**src/rtl/core/sha256_pkg.sv**
```systemverilog
`default_nettype none
// ----------------------------------------------------------------------------
// SHA-256 package
// Round constants, initial hash values and the engine state type.
// ----------------------------------------------------------------------------
package sha256_pkg;

    typedef enum logic [2:0] {
        ST_IDLE,
        ST_LOAD,
        ST_ROUND,
        ST_FOLD,
        ST_PAD,
        ST_EMIT
    } t_state;

    localparam logic [31:0] ROUND_K [64] = '{
        32'h428a2f98, 32'h71374491, 32'hb5c0fbcf, 32'he9b5dba5,
        32'h3956c25b, 32'h59f111f1, 32'h923f82a4, 32'hab1c5ed5,
        32'hd807aa98, 32'h12835b01, 32'h243185be, 32'h550c7dc3,
        32'h72be5d74, 32'h80deb1fe, 32'h9bdc06a7, 32'hc19bf174,
        32'he49b69c1, 32'hefbe4786, 32'h0fc19dc6, 32'h240ca1cc,
        32'h2de92c6f, 32'h4a7484aa, 32'h5cb0a9dc, 32'h76f988da,
        32'h983e5152, 32'ha831c66d, 32'hb00327c8, 32'hbf597fc7,
        32'hc6e00bf3, 32'hd5a79147, 32'h06ca6351, 32'h14292967,
        32'h27b70a85, 32'h2e1b2138, 32'h4d2c6dfc, 32'h53380d13,
        32'h650a7354, 32'h766a0abb, 32'h81c2c92e, 32'h92722c85,
        32'ha2bfe8a1, 32'ha81a664b, 32'hc24b8b70, 32'hc76c51a3,
        32'hd192e819, 32'hd6990624, 32'hf40e3585, 32'h106aa070,
        32'h19a4c116, 32'h1e376c08, 32'h2748774c, 32'h34b0bcb5,
        32'h391c0cb3, 32'h4ed8aa4a, 32'h5b9cca4f, 32'h682e6ff3,
        32'h748f82ee, 32'h78a5636f, 32'h84c87814, 32'h8cc70208,
        32'h90befffa, 32'ha4506ceb, 32'hbef9a3f7, 32'hc67178f2
    };

    localparam logic [31:0] INIT_H [8] = '{
        32'h6a09e667, 32'hbb67ae85, 32'h3c6ef372, 32'ha54ff53a,
        32'h510e527f, 32'h9b05688c, 32'h1f83d9ab, 32'h5be0cd19
    };

    localparam logic [5:0] LEN_POS = 6'd56;
    localparam logic [7:0] PAD_BYTE = 8'h80;

endpackage
`default_nettype wire

```
**src/rtl/core/sha256_hash_engine.sv**
```systemverilog
`default_nettype none
// ----------------------------------------------------------------------------
// SHA-256 hash engine
// Byte-stream SHA-256 with padding and an eight-word digest output.
// ----------------------------------------------------------------------------
// A byte transaction that does not complete a block leaves the engine idle and
// ready. The 64th byte of a block starts a compression: the sixteen schedule
// words are loaded from the byte memory (one byte a cycle, through a registered
// read), 64 rounds run at one round per cycle with the schedule in a 16-word
// shift line, and the eight working words are folded into the chaining value
// before the next transaction is accepted. A last transaction writes the
// padding one byte a cycle from the first free position to the end of the
// block and compresses it; when the pad byte lands at position 56 or later a
// second padding block and a second compression follow before the eight
// digest words are offered. The next transaction is accepted the cycle after
// the final word has been taken. Bytes sit in a 64-entry memory.
module sha256_hash_engine (
    input  wire logic        i_clk,
    input  wire logic        i_rst_n,
    input  wire logic        i_valid,
    output logic             o_ready,
    input  wire logic [7:0]  i_msg_byte,
    input  wire logic        i_has_data,
    input  wire logic        i_last,
    output logic             o_valid,
    input  wire logic        i_ready,
    output logic [31:0]      o_digest_word,
    output logic             o_word_last
);
    import sha256_pkg::*;

    t_state r_state, n_state;

    logic [7:0]  r_blk [64];
    logic [7:0]  r_blk_q;
    logic        blk_we;
    logic [5:0]  blk_wa, blk_ra;
    logic [7:0]  blk_wd;

    logic [31:0] r_h [8];
    logic [31:0] r_v [8];
    logic [31:0] r_sh [16];
    logic [5:0]  r_fill;
    logic [63:0] r_bits;
    logic [6:0]  r_cnt;
    logic [5:0]  r_pos;
    logic [23:0] r_word;
    logic        r_tail;
    logic        r_mark;
    logic        r_lenblk;

    logic        acc;
    logic [5:0]  pad_start;
    logic [5:0]  len_idx;
    logic [63:0] len_sh;
    logic [31:0] w_cur, s0, s1, t1, t2, e, a;
    logic [5:0]  rnd;

    function automatic logic [31:0] rotr(input logic [31:0] x, input int n);
        rotr = (x >> n) | (x << (32 - n));
    endfunction

    // Byte memory.
    always_ff @(posedge i_clk) begin
        if (blk_we) r_blk[blk_wa] <= blk_wd;
        r_blk_q <= r_blk[blk_ra];
    end

    assign acc = i_valid && o_ready;
    assign o_ready = (r_state == ST_IDLE);
    assign rnd = r_cnt[5:0];
    assign pad_start = i_has_data ? r_fill + 6'd1 : r_fill;
    // Length bytes go out most significant first from position 56.
    assign len_idx = 6'd63 - r_pos;
    assign len_sh = r_bits >> {len_idx[2:0], 3'b000};

    // Tap 0 holds W[t] up to round 15, then W[t-16] with W[t-1] in tap 15.
    always_comb begin
        s0 = rotr(r_sh[1], 7) ^ rotr(r_sh[1], 18) ^ (r_sh[1] >> 3);
        s1 = rotr(r_sh[14], 17) ^ rotr(r_sh[14], 19) ^ (r_sh[14] >> 10);
        w_cur = (rnd < 6'd16) ? r_sh[0] : (r_sh[0] + s0 + r_sh[9] + s1);
        e = r_v[4];
        a = r_v[0];
        t1 = r_v[7] + (rotr(e, 6) ^ rotr(e, 11) ^ rotr(e, 25))
             + ((e & r_v[5]) ^ (~e & r_v[6])) + ROUND_K[rnd] + w_cur;
        t2 = (rotr(a, 2) ^ rotr(a, 13) ^ rotr(a, 22))
             + ((a & r_v[1]) ^ (a & r_v[2]) ^ (r_v[1] & r_v[2]));
    end

    always_comb begin
        n_state = r_state;
        blk_we = 1'b0;
        blk_wa = r_fill;
        blk_wd = i_msg_byte;
        blk_ra = r_cnt[5:0];
        case (r_state)
            ST_IDLE: begin
                if (acc && i_has_data) blk_we = 1'b1;
                if (acc && i_has_data && r_fill == 6'd63) n_state = ST_LOAD;
                else if (acc && i_last) n_state = ST_PAD;
            end
            ST_PAD: begin
                blk_we = 1'b1;
                blk_wa = r_pos;
                if (r_mark) blk_wd = PAD_BYTE;
                else if (r_lenblk && r_pos >= LEN_POS) blk_wd = len_sh[7:0];
                else blk_wd = 8'h00;
                if (r_pos == 6'd63) n_state = ST_LOAD;
            end
            ST_LOAD: begin
                if (r_cnt == 7'd64) n_state = ST_ROUND;
            end
            ST_ROUND: begin
                if (r_cnt == 7'd63) n_state = ST_FOLD;
            end
            ST_FOLD: begin
                if (r_cnt == 7'd7) begin
                    if (r_tail && r_lenblk) n_state = ST_EMIT;
                    else if (r_tail) n_state = ST_PAD;
                    else n_state = ST_IDLE;
                end
            end
            ST_EMIT: begin
                if (i_ready && r_cnt == 7'd7) n_state = ST_IDLE;
            end
            default: n_state = ST_IDLE;
        endcase
    end

    assign o_valid = (r_state == ST_EMIT);
    assign o_digest_word = r_h[r_cnt[2:0]];
    assign o_word_last = (r_cnt[2:0] == 3'd7);

    always_ff @(posedge i_clk) begin
        if (!i_rst_n) r_state <= ST_IDLE;
        else r_state <= n_state;
    end

    // r_mark: the 0x80 byte still has to be placed at the start of the pad.
    // r_lenblk: the block being padded or compressed carries the length.
    always_ff @(posedge i_clk) begin
        if (!i_rst_n) begin
            r_fill <= '0;
            r_bits <= '0;
            r_cnt <= '0;
            r_pos <= '0;
            r_tail <= 1'b0;
            r_mark <= 1'b0;
            r_lenblk <= 1'b0;
            for (int i = 0; i < 8; i++) r_h[i] <= INIT_H[i];
        end else begin
            case (r_state)
                ST_IDLE: begin
                    r_cnt <= '0;
                    if (acc) begin
                        r_tail <= i_last;
                        r_mark <= i_last;
                        r_pos <= pad_start;
                        r_lenblk <= !(i_has_data && r_fill == 6'd63)
                                    && (pad_start < LEN_POS);
                        if (i_has_data) begin
                            r_fill <= r_fill + 6'd1;
                            r_bits <= r_bits + 64'd8;
                        end
                    end
                end
                ST_PAD: begin
                    r_pos <= r_pos + 6'd1;
                    r_mark <= 1'b0;
                end
                ST_LOAD: begin
                    // Bytes arrive in the cycle after their address.
                    if (r_cnt != 7'd0) begin
                        r_word <= {r_word[15:0], r_blk_q};
                        if (r_cnt[1:0] == 2'd0) begin
                            for (int i = 0; i < 15; i++) r_sh[i] <= r_sh[i+1];
                            r_sh[15] <= {r_word, r_blk_q};
                        end
                    end
                    if (r_cnt == 7'd64) begin
                        r_cnt <= '0;
                        for (int i = 0; i < 8; i++) r_v[i] <= r_h[i];
                    end else begin
                        r_cnt <= r_cnt + 7'd1;
                    end
                end
                ST_ROUND: begin
                    for (int i = 0; i < 15; i++) r_sh[i] <= r_sh[i+1];
                    r_sh[15] <= w_cur;
                    r_v[7] <= r_v[6]; r_v[6] <= r_v[5]; r_v[5] <= r_v[4];
                    r_v[4] <= r_v[3] + t1;
                    r_v[3] <= r_v[2]; r_v[2] <= r_v[1]; r_v[1] <= r_v[0];
                    r_v[0] <= t1 + t2;
                    if (r_cnt == 7'd63) r_cnt <= '0;
                    else r_cnt <= r_cnt + 7'd1;
                end
                ST_FOLD: begin
                    r_h[r_cnt[2:0]] <= r_h[r_cnt[2:0]] + r_v[r_cnt[2:0]];
                    if (r_cnt == 7'd7) begin
                        r_cnt <= '0;
                        r_fill <= '0;
                        r_pos <= '0;
                        // A further pad block always ends with the length.
                        r_lenblk <= 1'b1;
                    end else begin
                        r_cnt <= r_cnt + 7'd1;
                    end
                end
                ST_EMIT: begin
                    if (i_ready) begin
                        if (r_cnt == 7'd7) begin
                            r_cnt <= '0;
                            r_tail <= 1'b0;
                            r_fill <= '0;
                            r_bits <= '0;
                            for (int i = 0; i < 8; i++) r_h[i] <= INIT_H[i];
                        end else begin
                            r_cnt <= r_cnt + 7'd1;
                        end
                    end
                end
                default: ;
            endcase
        end
    end

    a_ready_idle: assert property (@(posedge i_clk) disable iff (!i_rst_n)
        o_ready |-> !o_valid) else $error("ready while digest pending");
    a_emit_end: assert property (@(posedge i_clk) disable iff (!i_rst_n)
        (o_valid && i_ready && o_word_last) |=> o_ready)
        else $error("engine not idle after final word");
    a_word_order: assert property (@(posedge i_clk) disable iff (!i_rst_n)
        (o_valid && i_ready && !o_word_last) |=> o_valid)
        else $error("digest words interrupted");

endmodule
`default_nettype wire
```
**config.mk**
```make
export PLATFORM = sky130hd
export DESIGN_NAME = sha256_hash_engine
export DESIGN_NICKNAME = d
export VERILOG_FILES = /design/src/rtl/core/sha256_pkg.sv /design/src/rtl/core/sha256_hash_engine.sv
export SDC_FILE = /design/constraint.sdc
export NUM_CORES = 2
export LEC_CHECK = 0
export BUFFER_PORTS_ARGS = -buffer_cell sky130_fd_sc_hd__buf_2
export CORE_MARGIN = 2
export CORE_UTILIZATION = 45
export CTS_BUF_LIST = sky130_fd_sc_hd__clkbuf_8
export CTS_CLUSTER_DIAMETER = 120
export CTS_CLUSTER_SIZE = 10
export DETAILED_ROUTE_END_ITERATION = 6
export PLACE_DENSITY = 0.65
export RECOVER_POWER = 25
export SLEW_MARGIN = 30
export SYNTH_ARGS = -nofsm -noshare
export SYNTH_HDL_FRONTEND = slang
export SYNTH_SLANG_ARGS = --single-unit
export TNS_END_PERCENT = 50
```
**constraint.sdc**
```tcl
create_clock -name i_clk -period 38.9 [get_ports i_clk]
set_clock_uncertainty 0.05 [all_clocks]
set_input_delay 5.835 -clock i_clk [delete_from_list [all_inputs] [get_ports i_clk]]
set_output_delay 5.835 -clock i_clk [all_outputs]
set_load 0.02 [all_outputs]
```
-- Word-level counts from Yosys, hierarchy flattened
Memory sizes are Yosys's and may differ from the RTL's. A register that Yosys moved wholly into a read port is not among the register bits.
Index checks and enable logic that the tools add are counted.
- memory bits (writable): 1536
- bits in registers: 113
- input bits: 14
- output and inout bits: 35
- bits in read-only memories: 2048
- latch bits: 0
- word-level logic and storage cells: 251
- memories: 5
- memories (name ; words ; width ; read ports ; clocked after Yosys merged registers in ; write ports ; RTL line ; source):
    (name not given) ; 64 ; 32 ; 1 ; 0 ; 0 ; sha256_hash_engine.sv:85 ; + ((e & r_v[5]) ^ (~e & r_v[6])) + ROUND_K[rnd] + w_cur;
    r_blk ; 64 ; 8 ; 1 ; 1 ; 1 ; sha256_hash_engine.sv:34 ; logic [7:0] r_blk [64];
    r_sh ; 16 ; 32 ; 16 ; 0 ; 16 ; sha256_hash_engine.sv:42 ; logic [31:0] r_sh [16];
    r_h ; 8 ; 32 ; 9 ; 1 ; 8 ; sha256_hash_engine.sv:40 ; logic [31:0] r_h [8];
    r_v ; 8 ; 32 ; 9 ; 1 ; 8 ; sha256_hash_engine.sv:41 ; logic [31:0] r_v [8];
- equality and inequality tests: 21
- divide/modulo/power cells: 0
- add/subtract/negate cells: 16
- multiplexer cells: 106
- $mul: 0
- bitwise logic cells: 60
- reduce and logical (&&, ||, !) cells: 29
- shift operators: 1
- magnitude comparators: 4
- operator list (kind ; number):
    32-bit 2-to-1 mux ; 36
    32-bit adder ; 11
    32-bit bitwise XOR ; 9
    64-bit 2-to-1 mux ; 4
    32-bit AND ; 5
    64-bit case mux with 2 select lines ; 1
    64-bit by 4-bit adder with 64-bit output (second input constant) ; 1
    64-bit by 6-bit right shift with 8-bit output ; 1
    3-bit 2-to-1 mux ; 14
    6-bit 2-to-1 mux ; 6
    6-bit case mux with 3 select lines ; 2
    7-bit case mux with 5 select lines ; 1
    32-bit NOT ; 1
    1-bit OR ; 32
    10-bit by 32-bit OR with 32-bit output ; 1
    13-bit by 32-bit OR with 32-bit output ; 1
    14-bit by 32-bit OR with 32-bit output ; 1
    15-bit by 32-bit OR with 32-bit output ; 1
    19-bit by 32-bit OR with 32-bit output ; 1
    21-bit by 32-bit OR with 32-bit output ; 1
    25-bit by 32-bit OR with 32-bit output ; 1
    26-bit by 32-bit OR with 32-bit output ; 1
    30-bit by 32-bit OR with 32-bit output ; 1
    7-bit by 32-bit OR with 32-bit output ; 1
    39 further kinds ; 103

-- Depth between registers and ports, before layout
- depth in word-level cells: 10
- gate-level depth with buffers: 49
- gate-level depth less buffers: 49

-- Worst setup path before layout
Ideal clock, no wire load.
- path type: input to register
- from: input i_rst_n
- to: memory r_sh[0][0] (enable)
- path slack: 17.494 ns
- setup time: 0.901 ns
- data required time: 37.949 ns
- path buffers: 2
- stages on the path: 5
- data arrival time: 20.455 ns
- cells stage by stage: clkbuf_1 nor4b_1 nand2_1 clkbuf_1 nand2_1
- RTL lines (item ; RTL line ; source):
    from (decl) ; sha256_hash_engine.sv:19 ; input wire logic i_rst_n,
    to (decl) ; sha256_hash_engine.sv:42 ;

==> key figures <==
Worst hold path
  – Worst min-delay path category: flip-flop to flip-flop
  – Startpoint of the lowest-slack hold path: r_sh[0][227]$_DFFE_PP_

Synthesis
  – Synth Flop Type: sky130_fd_sc_hd__edfxtp_1
  – Post-Syn Nets: 6766
  – Top-area cell type share of the netlist area: 0.564
  – Top post-synthesis cells by area: sky130_fd_sc_hd__edfxtp_1 56%, sky130_fd_sc_hd__mux4_2 6.9%, sky130_fd_sc_hd__nand2_1 4.7%
  – Post-synthesis instance total: 6370
  – Post-synthesis cell type count: 101
  – Number of flops mapped to enable cells by yosys: 1560
  – Mean Syn Cell Area: 13.0 µm²
  – Sequential share of the synthesized area: 0.587
  – Number of synthesized register bits: 1657
  – Cell area after synthesis: 83100 µm²
  – Async S/R FF share, synth: 0
  – YS warnings: 0
  – Largest area contributor in the netlist: sky130_fd_sc_hd__edfxtp_1

GRT
  – Number of global-route vias before repair: 49900
  – Antenna violations before repair: 6
  – Remaining Overflow, GRT: 0
  – All-layer global routing usage: 0.243
  – Pin count of the biggest net entering global routing: 209
  – Global-route wire length before repair: 335 mm

Setup path
  – Critical path's largest stage delay: 1.92 ns
  – Capturing element of the worst setup path: r_v[0][30]$_DFFE_PP_
  – Required time at the endpoint of the critical path: 39.67 ns
  – Critical path class: flip-flop to flip-flop
  – Worst Reg2Reg Path Length in Cells: 33
  – Origin of the critical flop-to-flop path: r_cnt[1]$_SDFFE_PN0P_
  – Maximum net fanout on the critical path: 40
  – Timing startpoint of the critical path: r_cnt[1]$_SDFFE_PN0P_
  – Worst EP arrival: 12.94 ns
  – Minimum setup slack among reg-to-reg paths: 26.74 ns
  – Crit path capture type: flip-flop
  – Critical Path Slowest Stage Cell: sky130_fd_sc_hd__clkbuf_1
  – Launching element type of the critical path: flip-flop
  – Reg2reg end: r_v[0][30]$_DFFE_PP_

Clock tree
  – Clock tree from TritonCTS: yes
  – CTS sink count: 1657
  – Post-CTS Hold Buffers: 0
  – Bufs on Longest Clock Path: 3
  – Clock root buffer: sky130_fd_sc_hd__clkbuf_8
  – H-tree lvl count: 4
  – Total CTS buffers: 184
  – Later-pin clock latency in the skew report: 0.97 ns
  – Number of cells upsized or downsized after cts: 0
  – Reg clk slew, reported paths: 0.08 ns
  – # Post-CTS Setup Buffers: 0

Detailed routing
  – Via-per-instance ratio: 5.83
  – Wirelength, routed: 230 mm
  – Count of nets left with antenna violations after detail routing: 0
  – DR WL/cell: 25.9 µm
  – Total via count after detailed routing: 51700
  – Violation count after the first detailed-routing iteration: 6372
  – Count of unresolved DRC violations after routing: 0
  – Detailed Routing Iterations Pass 1: 6

Placement
  – Weighted congestion at the end of routability-driven global placement: 0.978
  – Post-detailed-placement half-perimeter wirelength: 159 mm
  – Input/output buffers: 48
  – Worst setup slack after placement: 27.88 ns

Finish
  – Number of nets in the finished design: 6746
  – End-of-flow core utilization: 0.484
  – Leading cell type in the layout, fill and taps excluded: sky130_fd_sc_hd__edfxtp_1
  – Commonest cells after routing, fill and taps aside: 1560 x sky130_fd_sc_hd__edfxtp_1, 1023 x sky130_fd_sc_hd__nand2_1, 424 x sky130_fd_sc_hd__nor2_1, 401 x sky130_fd_sc_hd__inv_1, 307 x sky130_fd_sc_hd__xnor2_1
  – Fraction of final layout cells sized beyond drive strength 1: 0.120
  – Area growth, synth to finish: 6.80%

Die
  – Die span in y: 434 µm
  – Die Wd: 434 µm
  – Total die area: 188000 µm²
  – Row count: 157
  – Core Box Area: 183000 µm²
  – Top-level port count: 49
  – Starting Density: 0.453

Run
  – Count of max-cap constraint violations: 11

Timing
  – Setup Viol. Count Final: 0
  – Sum of negative setup slack: 0 ns
  – Top achievable clock speed: 82.2 MHz
  – Tightest Pin Transition: 3.27 ns
  – Post-route clock period utilization: 0.313
  – RSZ-0062 raised after global routing: false
  – Number of pins with negative max-slew slack in the final report: 629
  – Final Critical Period: 12.16 ns
  – Final hold slack: 0.324 ns
  – Least setup slack across all paths after layout: 26.74 ns
  – Final hold violation count: 0
  – Max-slew headroom at the worst pin: -1.18

Outcome
  – Violated checks: max-capacitance violations, max-slew violations
  – Run status: finished, violations left
## sequential cells by signal (all words and copies together) (netlist names), 6 cells and up, named ones only
signal	count
r_bits	61
r_blk	512
r_blk_q	8
r_cnt	7
r_fill	6
r_h	256
r_pos	6
r_sh	512
r_v	256
r_word	24
## synthesized netlist by cell type, types with 14 or more instances
cell                       instances
sky130_fd_sc_hd__o221ai_1         30
sky130_fd_sc_hd__o22ai_1          14
sky130_fd_sc_hd__nand2b_1         35
sky130_fd_sc_hd__o21ai_0         262
sky130_fd_sc_hd__a21o_1          103
sky130_fd_sc_hd__xnor2_1         310
sky130_fd_sc_hd__a21oi_1         223
sky130_fd_sc_hd__a31oi_1          16
sky130_fd_sc_hd__clkbuf_1        256
sky130_fd_sc_hd__or3_1            32
sky130_fd_sc_hd__buf_1            51
sky130_fd_sc_hd__a211oi_1         23
sky130_fd_sc_hd__xor2_1          144
sky130_fd_sc_hd__and2_1           22
sky130_fd_sc_hd__buf_2            20
sky130_fd_sc_hd__o211ai_1         22
sky130_fd_sc_hd__fa_1            190
sky130_fd_sc_hd__o21a_1           25
sky130_fd_sc_hd__mux2_2          123
sky130_fd_sc_hd__nand2_1        1030
sky130_fd_sc_hd__ha_1            192
sky130_fd_sc_hd__o21bai_1         27
sky130_fd_sc_hd__and3_1           31
sky130_fd_sc_hd__dfxtp_1          97
sky130_fd_sc_hd__mux4_2          253
sky130_fd_sc_hd__nand3_1          79
sky130_fd_sc_hd__o31ai_1          16
sky130_fd_sc_hd__edfxtp_1       1560
sky130_fd_sc_hd__nor2b_1          32
sky130_fd_sc_hd__nor2_1          425
sky130_fd_sc_hd__nor3_1           48
sky130_fd_sc_hd__nand4_1          21
sky130_fd_sc_hd__inv_1           365
sky130_fd_sc_hd__mux2i_1          92
## critical path, delay by kind of cell, from the launching register on
family,cells,cell delay [ns]
flops,1,1.86
mux,2,0.39
simple gates,5,0.88
compound gates,13,3.27
xor+xnor,1,0.26
fa+ha+maj,7,3.15
buf+inv,5,2.16
## metal layers
| layer | vias to the layer above | GRT usage | share of wire |
|---|---|---|---|
| met5 | - | 0 | 0 |
| met4 | 0 | 0.0790 | 0.035 |
| met3 | 392 | 0.0381 | 0.079 |
| met2 | 2344 | 0.386 | 0.47 |
| met1 | 26100 | 0.343 | 0.42 |
| li1 | 22800 | - | - |
## cell families (layout without fill, tap and decap cells)
family,after synthesis,count (layout),synth area share
AND/OR/NAND/NOR,1805,1805,0.0913
flip-flops,1657,1657,0.587
AO/OA/AOI/OAI,894,894,0.0690
buffers and inverters,704,736,0.0326
multiplexers,468,468,0.0963
XOR/XNOR,456,456,0.0483
adder cells (fa/ha/maj),386,386,0.0752
other,0,3,0
## per-stage QoR
stage	cell area [µm²]	instances
floorplan	83100	6370
global placement	85900	8628
detailed placement	85900	8628
CTS	88800	8866
global route	88700	8869
finish	88700	8869
## area by class of cell
| type | instances | area [µm²] |
|---|---|---|
| clock buffer | 186 | 2560 |
| multi-input combinational | 4009 | 31700 |
| clock inverter | 52 | 317 |
| tap | 2464 | 3080 |
| sequential | 1657 | 48800 |
| antenna | 3 | 7.51 |
| timing repair buffer | 131 | 871 |
| fill | 16000 | 94600 |
| inverter | 367 | 1380 |
## how the worst min path moves through the flow
stage                             end  slack, ns  cells after the start
3_3_place_gp   r_sh[0][163]$_DFFE_PP_       0.35                      0
5_1_grt        r_sh[1][201]$_DFFE_PP_       0.34                      0
3_5_place_dp   r_sh[0][100]$_DFFE_PP_       0.35                      0
6_report       r_sh[0][195]$_DFFE_PP_       0.32                      0
4_1_cts        r_sh[1][201]$_DFFE_PP_       0.31                      0
2_1_floorplan  r_sh[0][100]$_DFFE_PP_       0.35                      0
Power is not shown: default switching activity piles up to over one toggle a cycle in this logic, so the estimate is an artifact.
